`src/rtl/stia_pkg.sv`:
```
// ----------------------------------------------------------------------------
// stia_pkg
// Shared types and codes for the stick-to-position integrator.
// ----------------------------------------------------------------------------
package stia_pkg;

  localparam int unsigned PosW  = 8;
  localparam int unsigned StepW = 4;
  localparam int unsigned CfgIndexW = 2;
  localparam int unsigned CfgDataW  = 2;

  localparam logic [PosW-1:0] PosReset = 8'd127;
  localparam logic [7:0]      Center   = 8'h80;

  // configuration register indexes
  typedef enum logic [CfgIndexW-1:0] {
    REG_VARIANT       = 2'd0,
    REG_SENSITIVITY   = 2'd1,
    REG_PLAYER_SELECT = 2'd2
  } reg_index_t;

  // operating modes
  typedef enum logic {
    MODE_TRACKBALL = 1'b0,
    MODE_PADDLE    = 1'b1
  } mode_t;

  // sensitivity code that selects no table
  localparam logic [1:0] SensNone = 2'd3;

  typedef struct packed {
    mode_t      variant;
    logic [1:0] sensitivity;
    logic       player_select;
  } cfg_t;

  typedef struct packed {
    logic                    hit;
    logic signed [StepW-1:0] step;
  } zone_t;

endpackage

```
`src/rtl/stia_zone.sv`:
```
// ----------------------------------------------------------------------------
// stia_zone
// Dead-zone threshold lookup: maps one stick reading to a signed step
// through one of four threshold tables.
// ----------------------------------------------------------------------------
module stia_zone (
  input  logic [1:0]     tbl,
  input  logic [7:0]     reading,
  output stia_pkg::zone_t result
);
  import stia_pkg::*;

  logic high_side;

  assign high_side = (reading > Center);

  // thresholds are tried strongest first, first match wins
  always_comb begin
    result = '{hit: 1'b0, step: '0};
    case (tbl)
      2'd0: begin
        if (high_side) begin
          if      (reading >= 8'he0) result = '{1'b1, 4'sd2};
          else if (reading >= 8'ha0) result = '{1'b1, 4'sd1};
        end else begin
          if      (reading <= 8'h1f) result = '{1'b1, -4'sd3};
          else if (reading <= 8'h5f) result = '{1'b1, -4'sd1};
        end
      end
      2'd1: begin
        if (high_side) begin
          if      (reading >= 8'hf0) result = '{1'b1, 4'sd3};
          else if (reading >= 8'hd0) result = '{1'b1, 4'sd2};
          else if (reading >= 8'ha0) result = '{1'b1, 4'sd1};
        end else begin
          if      (reading <= 8'h0f) result = '{1'b1, -4'sd3};
          else if (reading <= 8'h2f) result = '{1'b1, -4'sd2};
          else if (reading <= 8'h5f) result = '{1'b1, -4'sd1};
        end
      end
      2'd2: begin
        if (high_side) begin
          if      (reading >= 8'hf8) result = '{1'b1, 4'sd4};
          else if (reading >= 8'he8) result = '{1'b1, 4'sd3};
          else if (reading >= 8'hd0) result = '{1'b1, 4'sd2};
          else if (reading >= 8'h98) result = '{1'b1, 4'sd1};
        end else begin
          if      (reading <= 8'h07) result = '{1'b1, -4'sd4};
          else if (reading <= 8'h17) result = '{1'b1, -4'sd3};
          else if (reading <= 8'h2f) result = '{1'b1, -4'sd2};
          else if (reading <= 8'h67) result = '{1'b1, -4'sd1};
        end
      end
      default: begin
        if (high_side) begin
          if      (reading >= 8'hf8) result = '{1'b1, 4'sd5};
          else if (reading >= 8'he8) result = '{1'b1, 4'sd4};
          else if (reading >= 8'hd8) result = '{1'b1, 4'sd3};
          else if (reading >= 8'hc0) result = '{1'b1, 4'sd2};
          else if (reading >= 8'h98) result = '{1'b1, 4'sd1};
        end else begin
          if      (reading <= 8'h07) result = '{1'b1, -4'sd5};
          else if (reading <= 8'h17) result = '{1'b1, -4'sd4};
          else if (reading <= 8'h27) result = '{1'b1, -4'sd3};
          else if (reading <= 8'h3f) result = '{1'b1, -4'sd2};
          else if (reading <= 8'h67) result = '{1'b1, -4'sd1};
        end
      end
    endcase
  end

endmodule

```
`src/rtl/stia_update.sv`:
```
// ----------------------------------------------------------------------------
// stia_update
// Next-position logic: direction steps, table steps, wrapping update in
// trackball mode and clamped update of one player in paddle mode.
// ----------------------------------------------------------------------------
module stia_update (
  input  stia_pkg::cfg_t               cfg,
  input  logic [stia_pkg::PosW-1:0]    pos_a,
  input  logic [stia_pkg::PosW-1:0]    pos_b,
  input  logic [7:0]                   stick_x,
  input  logic [7:0]                   stick_y,
  input  logic [3:0]                   directions,
  output logic [stia_pkg::PosW-1:0]    pos_a_next,
  output logic [stia_pkg::PosW-1:0]    pos_b_next
);
  import stia_pkg::*;

  logic [1:0]              tbl_x;
  zone_t                   zone_x;
  zone_t                   zone_y;
  logic                    table_on;
  logic signed [StepW-1:0] step_x;
  logic signed [StepW-1:0] step_y;
  logic signed [StepW-1:0] paddle_step;
  logic [PosW-1:0]         paddle_pos;
  logic signed [PosW+1:0]  paddle_sum;
  logic [PosW-1:0]         paddle_clamped;

  // paddle mode uses the next table up
  assign tbl_x    = (cfg.variant == MODE_PADDLE) ? cfg.sensitivity + 2'd1 : cfg.sensitivity;
  assign table_on = (cfg.sensitivity != SensNone);

  stia_zone u_zone_x (
    .tbl     (tbl_x),
    .reading (stick_x),
    .result  (zone_x)
  );

  stia_zone u_zone_y (
    .tbl     (cfg.sensitivity),
    .reading (stick_y),
    .result  (zone_y)
  );

  // right beats left, down beats up
  always_comb begin
    if (directions[3])      step_x = 4'sd1;
    else if (directions[2]) step_x = -4'sd1;
    else                    step_x = 4'sd0;
    if (table_on && zone_x.hit) step_x = zone_x.step;

    if (directions[1])      step_y = 4'sd1;
    else if (directions[0]) step_y = -4'sd1;
    else                    step_y = 4'sd0;
    if (table_on && zone_y.hit) step_y = zone_y.step;
  end

  assign paddle_step = (table_on && zone_x.hit) ? zone_x.step : 4'sd0;
  assign paddle_pos  = cfg.player_select ? pos_b : pos_a;
  assign paddle_sum  = $signed({2'b00, paddle_pos})
                     + {{(PosW+2-StepW){paddle_step[StepW-1]}}, paddle_step};

  always_comb begin
    if (paddle_sum < 0)                          paddle_clamped = '0;
    else if (paddle_sum > $signed(10'sd255))     paddle_clamped = '1;
    else                                         paddle_clamped = paddle_sum[PosW-1:0];
  end

  always_comb begin
    if (cfg.variant == MODE_TRACKBALL) begin
      // negated step, wrapping
      pos_a_next = pos_a - {{(PosW-StepW){step_x[StepW-1]}}, step_x};
      pos_b_next = pos_b - {{(PosW-StepW){step_y[StepW-1]}}, step_y};
    end else begin
      pos_a_next = cfg.player_select ? pos_a : paddle_clamped;
      pos_b_next = cfg.player_select ? paddle_clamped : pos_b;
    end
  end

endmodule

```
`src/rtl/stick_to_position_integrator_core.sv`:
```
// ----------------------------------------------------------------------------
// stick_to_position_integrator_core
// Frame-rate stick integrator: turns stick readings and direction flags into
// two accumulated 8-bit positions.
// ----------------------------------------------------------------------------
// One frame enters as a beat on the slave side, and one beat with both
// positions after the update leaves on the master side. A frame is first
// captured in an input register. The whole update then runs as combinational
// logic into the position and output registers. The block takes a new frame
// every cycle while the master side is ready. A frame moves on from the input
// register once the output register is free, and its beat is shown on the
// master side from the output register. While a result waits for the master
// side, the input register can take one more frame, and then the slave side
// stalls. Configuration writes are always taken and should only be issued
// while no frame is in flight. Positions start at 127 after reset.
module stick_to_position_integrator_core (
  input  logic                           clk,
  input  logic                           rst,
  // config write channel
  input  logic                           cfg_valid,
  output logic                           cfg_ready,
  input  logic [stia_pkg::CfgIndexW-1:0] cfg_index,
  input  logic [stia_pkg::CfgDataW-1:0]  cfg_data,
  // frame input
  input  logic                           s_tvalid,
  output logic                           s_tready,
  input  logic [23:0]                    s_tdata,  // stick_x[7:0], stick_y[15:8],
                                                   // directions[19:16], zero pad
  // positions output
  output logic                           m_tvalid,
  input  logic                           m_tready,
  output logic [15:0]                    m_tdata   // position_a[7:0], position_b[15:8]
);
  import stia_pkg::*;

  cfg_t            cfg;
  logic            in_valid;
  logic [7:0]      in_stick_x;
  logic [7:0]      in_stick_y;
  logic [3:0]      in_directions;
  logic [PosW-1:0] pos_a;
  logic [PosW-1:0] pos_b;
  logic [PosW-1:0] pos_a_next;
  logic [PosW-1:0] pos_b_next;
  logic            out_valid;
  logic [PosW-1:0] out_a;
  logic [PosW-1:0] out_b;
  logic            out_free;
  logic            advance;

  assign cfg_ready = 1'b1;
  assign out_free  = !out_valid || m_tready;
  assign advance   = in_valid && out_free;
  assign s_tready  = !in_valid || out_free;

  always_ff @(posedge clk) begin
    if (rst) begin
      cfg <= '{variant: MODE_TRACKBALL, sensitivity: 2'd0, player_select: 1'b0};
    end else if (cfg_valid && cfg_ready) begin
      case (reg_index_t'(cfg_index))
        REG_VARIANT:       cfg.variant       <= mode_t'(cfg_data[0]);
        REG_SENSITIVITY:   cfg.sensitivity   <= cfg_data[1:0];
        REG_PLAYER_SELECT: cfg.player_select <= cfg_data[0];
        default: ;
      endcase
    end
  end

  // input register
  always_ff @(posedge clk) begin
    if (rst) begin
      in_valid <= 1'b0;
    end else if (s_tready) begin
      in_valid <= s_tvalid;
    end
  end

  always_ff @(posedge clk) begin
    if (s_tready && s_tvalid) begin
      in_stick_x    <= s_tdata[7:0];
      in_stick_y    <= s_tdata[15:8];
      in_directions <= s_tdata[19:16];
    end
  end

  stia_update u_update (
    .cfg        (cfg),
    .pos_a      (pos_a),
    .pos_b      (pos_b),
    .stick_x    (in_stick_x),
    .stick_y    (in_stick_y),
    .directions (in_directions),
    .pos_a_next (pos_a_next),
    .pos_b_next (pos_b_next)
  );

  // position state
  always_ff @(posedge clk) begin
    if (rst) begin
      pos_a <= PosReset;
      pos_b <= PosReset;
    end else if (advance) begin
      pos_a <= pos_a_next;
      pos_b <= pos_b_next;
    end
  end

  // output register
  always_ff @(posedge clk) begin
    if (rst) begin
      out_valid <= 1'b0;
    end else if (out_free) begin
      out_valid <= in_valid;
    end
  end

  always_ff @(posedge clk) begin
    if (advance) begin
      out_a <= pos_a_next;
      out_b <= pos_b_next;
    end
  end

  assign m_tvalid = out_valid;
  assign m_tdata  = {out_b, out_a};

`ifndef NO_ASSERTIONS
  // a shown result always matches the position state
  a_out_matches_state: assert property (@(posedge clk) disable iff (rst)
    out_valid |-> (out_a == pos_a && out_b == pos_b))
    else $error("output beat differs from position state");

  // paddle mode leaves the other player alone
  a_paddle_a_untouched: assert property (@(posedge clk) disable iff (rst)
    (advance && cfg.variant == MODE_PADDLE && cfg.player_select) |=> $stable(pos_a))
    else $error("paddle update changed player one");

  a_paddle_b_untouched: assert property (@(posedge clk) disable iff (rst)
    (advance && cfg.variant == MODE_PADDLE && !cfg.player_select) |=> $stable(pos_b))
    else $error("paddle update changed player two");

  // a held frame is never dropped while the output is blocked
  a_input_held: assert property (@(posedge clk) disable iff (rst)
    (in_valid && !out_free) |=> (in_valid && $stable(in_stick_x) && $stable(in_stick_y)))
    else $error("pending frame lost under backpressure");

  // positions only move when a frame is processed
  a_pos_quiet: assert property (@(posedge clk) disable iff (rst)
    !advance |=> ($stable(pos_a) && $stable(pos_b)))
    else $error("positions changed without a frame");
`endif

endmodule

```
`config.mk`:
```
export PLATFORM = sky130hd
export DESIGN_NAME = stick_to_position_integrator_core
export DESIGN_NICKNAME = d
export VERILOG_FILES = /design/src/rtl/stia_pkg.sv /design/src/rtl/stia_zone.sv /design/src/rtl/stia_update.sv /design/src/rtl/stick_to_position_integrator_core.sv
export SDC_FILE = /design/constraint.sdc
export NUM_CORES = 1
export LEC_CHECK = 0
export ABC_AREA = 0
export BUFFER_PORTS_ARGS = -buffer_cell sky130_fd_sc_hd__clkbuf_2
export CORE_MARGIN = 2
export CORE_UTILIZATION = 29
export CTS_BUF_LIST = sky130_fd_sc_hd__clkbuf_4 sky130_fd_sc_hd__clkbuf_8
export DETAILED_ROUTE_END_ITERATION = 10
export GPL_TIMING_DRIVEN = 0
export PLACE_DENSITY = 0.42
export SLEW_MARGIN = 20
export SYNTH_ARGS = -nofsm -noshare
export SYNTH_HDL_FRONTEND = slang
export SYNTH_HIERARCHICAL = 1
export SYNTH_SLANG_ARGS = --single-unit
```
`constraint.sdc`:
```
create_clock -name clk -period 6.1 [get_ports clk]
set_input_delay 1.525 -clock clk [delete_from_list [all_inputs] [get_ports clk]]
set_output_delay 1.525 -clock clk [all_outputs]
set_load 0.005 [all_outputs]
```
==> key figures <==
Run status
  – Status: finished, final reports clean

CTS
  – Clock root cell: clkbuf_8
  – CTS tree: yes
  – # resized after CTS: 0
  – Num CTS Buffers: 5
  – Post-CTS setup buffers: 0
  – Clk Latency, worst-skew pair: 0.32 ns
  – # hold bufs at CTS: 0
  – Sink Count: 55
  – H-tree Lvls: 2
  – Clock Tree Buf Depth: 2
  – Clock slew at reported path FFs: 0.10 ns

Worst setup path
  – Critical path's slowest cell: or4_1
  – WS Path Type: reg2reg
  – Reg-to-Reg Start: cfg[3]$_SDFFE_PP0P_
  – R2r endpoint: pos_a[6]$_SDFFE_PP1P_
  – Worst reg-to-reg path cell count: 20
  – Worst path top cell family by delay: compound AO/OA/AOI/OAI gates
  – CP Launch Type: register
  – Critical path cell sequence: clkbuf_1 -> clkbuf_2 -> xor2_2 -> nand2_1 -> maj3_2 -> a221o_1 -> nor3b_1 -> and2_1 -> ha_1 -> fa_1 -> a21oi_1 -> a211o_2 -> a31oi_4 -> or4_1 -> mux2_4 -> a21bo_1 -> o211ai_1 -> o21a_1 -> nor2_1 -> mux2i_1
  – Nature of the critical path endpoint: register
  – Critical path's largest stage delay: 0.47 ns
  – Max Fanout on Critical Path: 10
  – CP bufs+invs: 2
  – Req. time, crit path: 6.34 ns
  – Worst EP arrival: 5.81 ns
  – Flop-to-flop setup slack: 0.54 ns

Detailed routing
  – DR pass1 iterations: 5
  – Initial DRC Count: 255
  – Wire per inst: 16.2 um
  – Routed Antenna Nets: 0
  – Vias: 3,905
  – Via density: 5.21
  – DRC viols: 0
  – Drt total wl: 12.1 mm

Synthesis
  – YS warnings: 6
  – Mapped Area: 4500 um2
  – Syn avg cell area: 8.81 um2
  – Syn nets: 570
  – Syn Inst Count: 511

Hold path
  – Hold path startpoint: pos_a[7]$_SDFFE_PP0P_
  – Hold path cells: 2
  – Hold EP: pos_a[7]$_SDFFE_PP0P_
  – Hold WC Path Type: reg2reg

Final layout
  – Fin area: 5070 um2
  – Share of post-route cells with drive strength above 1: 17.8%
  – Final nets: 620
  – FILL cells: 1,584
  – Syn-to-layout area delta: 12.5%
  – Diodes inserted: 0

Floorplanning
  – Die H: 129 um
  – Starting density of the core: 29.6%
  – Die Area: 16,500 um2
  – I/O pins: 52
  – Die X: 129 um
  – Num rows: 45
  – Core area: 15,200 um2

Global routing
  – Number of global-route vias before repair: 3,739
  – First-pass GRT wire length: 19.4 mm
  – GRT Overall Usage: 14.9%
  – Largest net degree at the start of global routing: 26
  – Grt ovf: 0
  – Initial antenna violation count: 0

Timing
  – Hold Vio Cnt, Final: 0
  – Setup tns final: 0 ns
  – Tcrit/Tclk final: 91.2%
  – Final min period: 5.56 ns
  – Slew Viols, Final: 0
  – Worst Max-Slew Pin Slew: 0.607 ns
  – Fmax: 180 MHz
  – Setup-failing EPs final: 0
  – Slew Limit Headroom: 59.1%
  – Unrepaired setup endpoints after global routing: false
  – Smallest hold slack: 0.523 ns
  – Skew final: 0.0134 ns

Pwr
  – Power Dens Cells: 227 nW/um2
  – Leakage Power: 1.96 nW
  – Maximum vdd drop: 0.0888 mV

Flow run
  – Max cap viols: 0

Placed design
  – Area post-placement: 4970 um2
  – DP HPWL: 9.32 mm
  – Routability Congestion: 0.880
  – Port Buffer Count: 42
-- worst max-delay path by stage --
stage	startpoint	end	slack [ns]	cells after the start
final	cfg[3]$_SDFFE_PP0P_	pos_a[6]$_SDFFE_PP1P_	0.54	20
after global routing	cfg[3]$_SDFFE_PP0P_	pos_b[4]$_SDFFE_PP1P_	0.15	20
after CTS	cfg[3]$_SDFFE_PP0P_	pos_a[6]$_SDFFE_PP1P_	0.18	20
after detailed placement	cfg[3]$_SDFFE_PP0P_	pos_a[6]$_SDFFE_PP1P_	0.27	20
after global placement	cfg[3]$_SDFFE_PP0P_	pos_a[6]$_SDFFE_PP1P_	0.30	20
after floorplan	cfg[3]$_SDFFE_PP0P_	pos_b[6]$_SDFFE_PP1P_	1.31	20
-- layout make-up --
class	instances	area (um2)	area share, %
Buffer	33	204	4.03
Tap cell	188	235	4.64
Clock inverter	2	12.5	0.247
Inverter	22	82.6	1.63
Timing Repair Buffer	43	225	4.45
Sequential cell	55	1430	28.3
Multi-Input combinational cell	401	2800	55.2
Clock buffer	6	76.3	1.51
-- where the power goes --
group | switching, mW | total, mW | internal (mW) | leakage [nW]
combinational | 0.270 | 0.472 | 0.202 | 1.42
clock | 0.125 | 0.211 | 0.0854 | 0.0462
sequential | 0.0257 | 0.465 | 0.439 | 0.495
total | 0.421 | 1.15 | 0.727 | 1.96
-- placed cells by master (no fill, tap or decap), drive strengths merged, types with 4 or more instances in the layout --
master   n
clkbuf  64
nor2    59
a21oi   35
edfxtp  33
nand2   31
o21ai   30
mux2i   25
ha      23
dfxtp   22
inv     21
buf     18
nand2b  14
nand3   14
nor2b   13
a31oi   12
xnor2   11
nor3    10
mux2     8
o211ai   8
nor3b    7
o221ai   7
nand3b   7
xor2     7
and2     6
a221o    5
a211oi   5
o21a     4
or2      4
o31ai    4
-- routing by layer --
layer	share of wire [%]	routed length (um)	vias up	track usage, %
li1	-	-	1965	-
met1	48	5770	1857	19.9
met2	48	5830	76	25.4
met3	3.2	386	7	2.04
met4	1.2	145	0	4.09
met5	0	0	-	0
-- state kept, by name, summed over array words and instances (netlist names) --
name           flops
cfg                4
in_directions      4
in_stick_x         5
in_stick_y         8
in_valid           1
m_tvalid           1
out_a              8
out_b              8
pos_a              8
pos_b              8
-- worst register-to-register path, delay by kind of cell, from the launching register on --
family	cells	cell delay, ns
and+or+nand+nor	5	0.98
xor gates and xnor gates	1	0.32
muxes	2	0.50
AOI/OAI and AO/OA	7	1.50
buffers and inverters	2	0.81
DFF	1	0.44
adders and majority gates	3	0.96
-- stage by stage --
step | instances | util, % | setup WS [ns] | power [mW]
after detailed placement | 742 | 32.7 | 0.268 | 0.943
after global routing | 750 | 33.3 | 0.150 | 1.23
after global placement | 741 | 32.6 | 0.303 | 0.937
after floorplan | 511 | - | 1.31 | 0.816
after CTS | 750 | 33.3 | 0.176 | 1.16
final | 750 | 33.3 | 0.535 | 1.15
(Power assumes the default switching activity.)
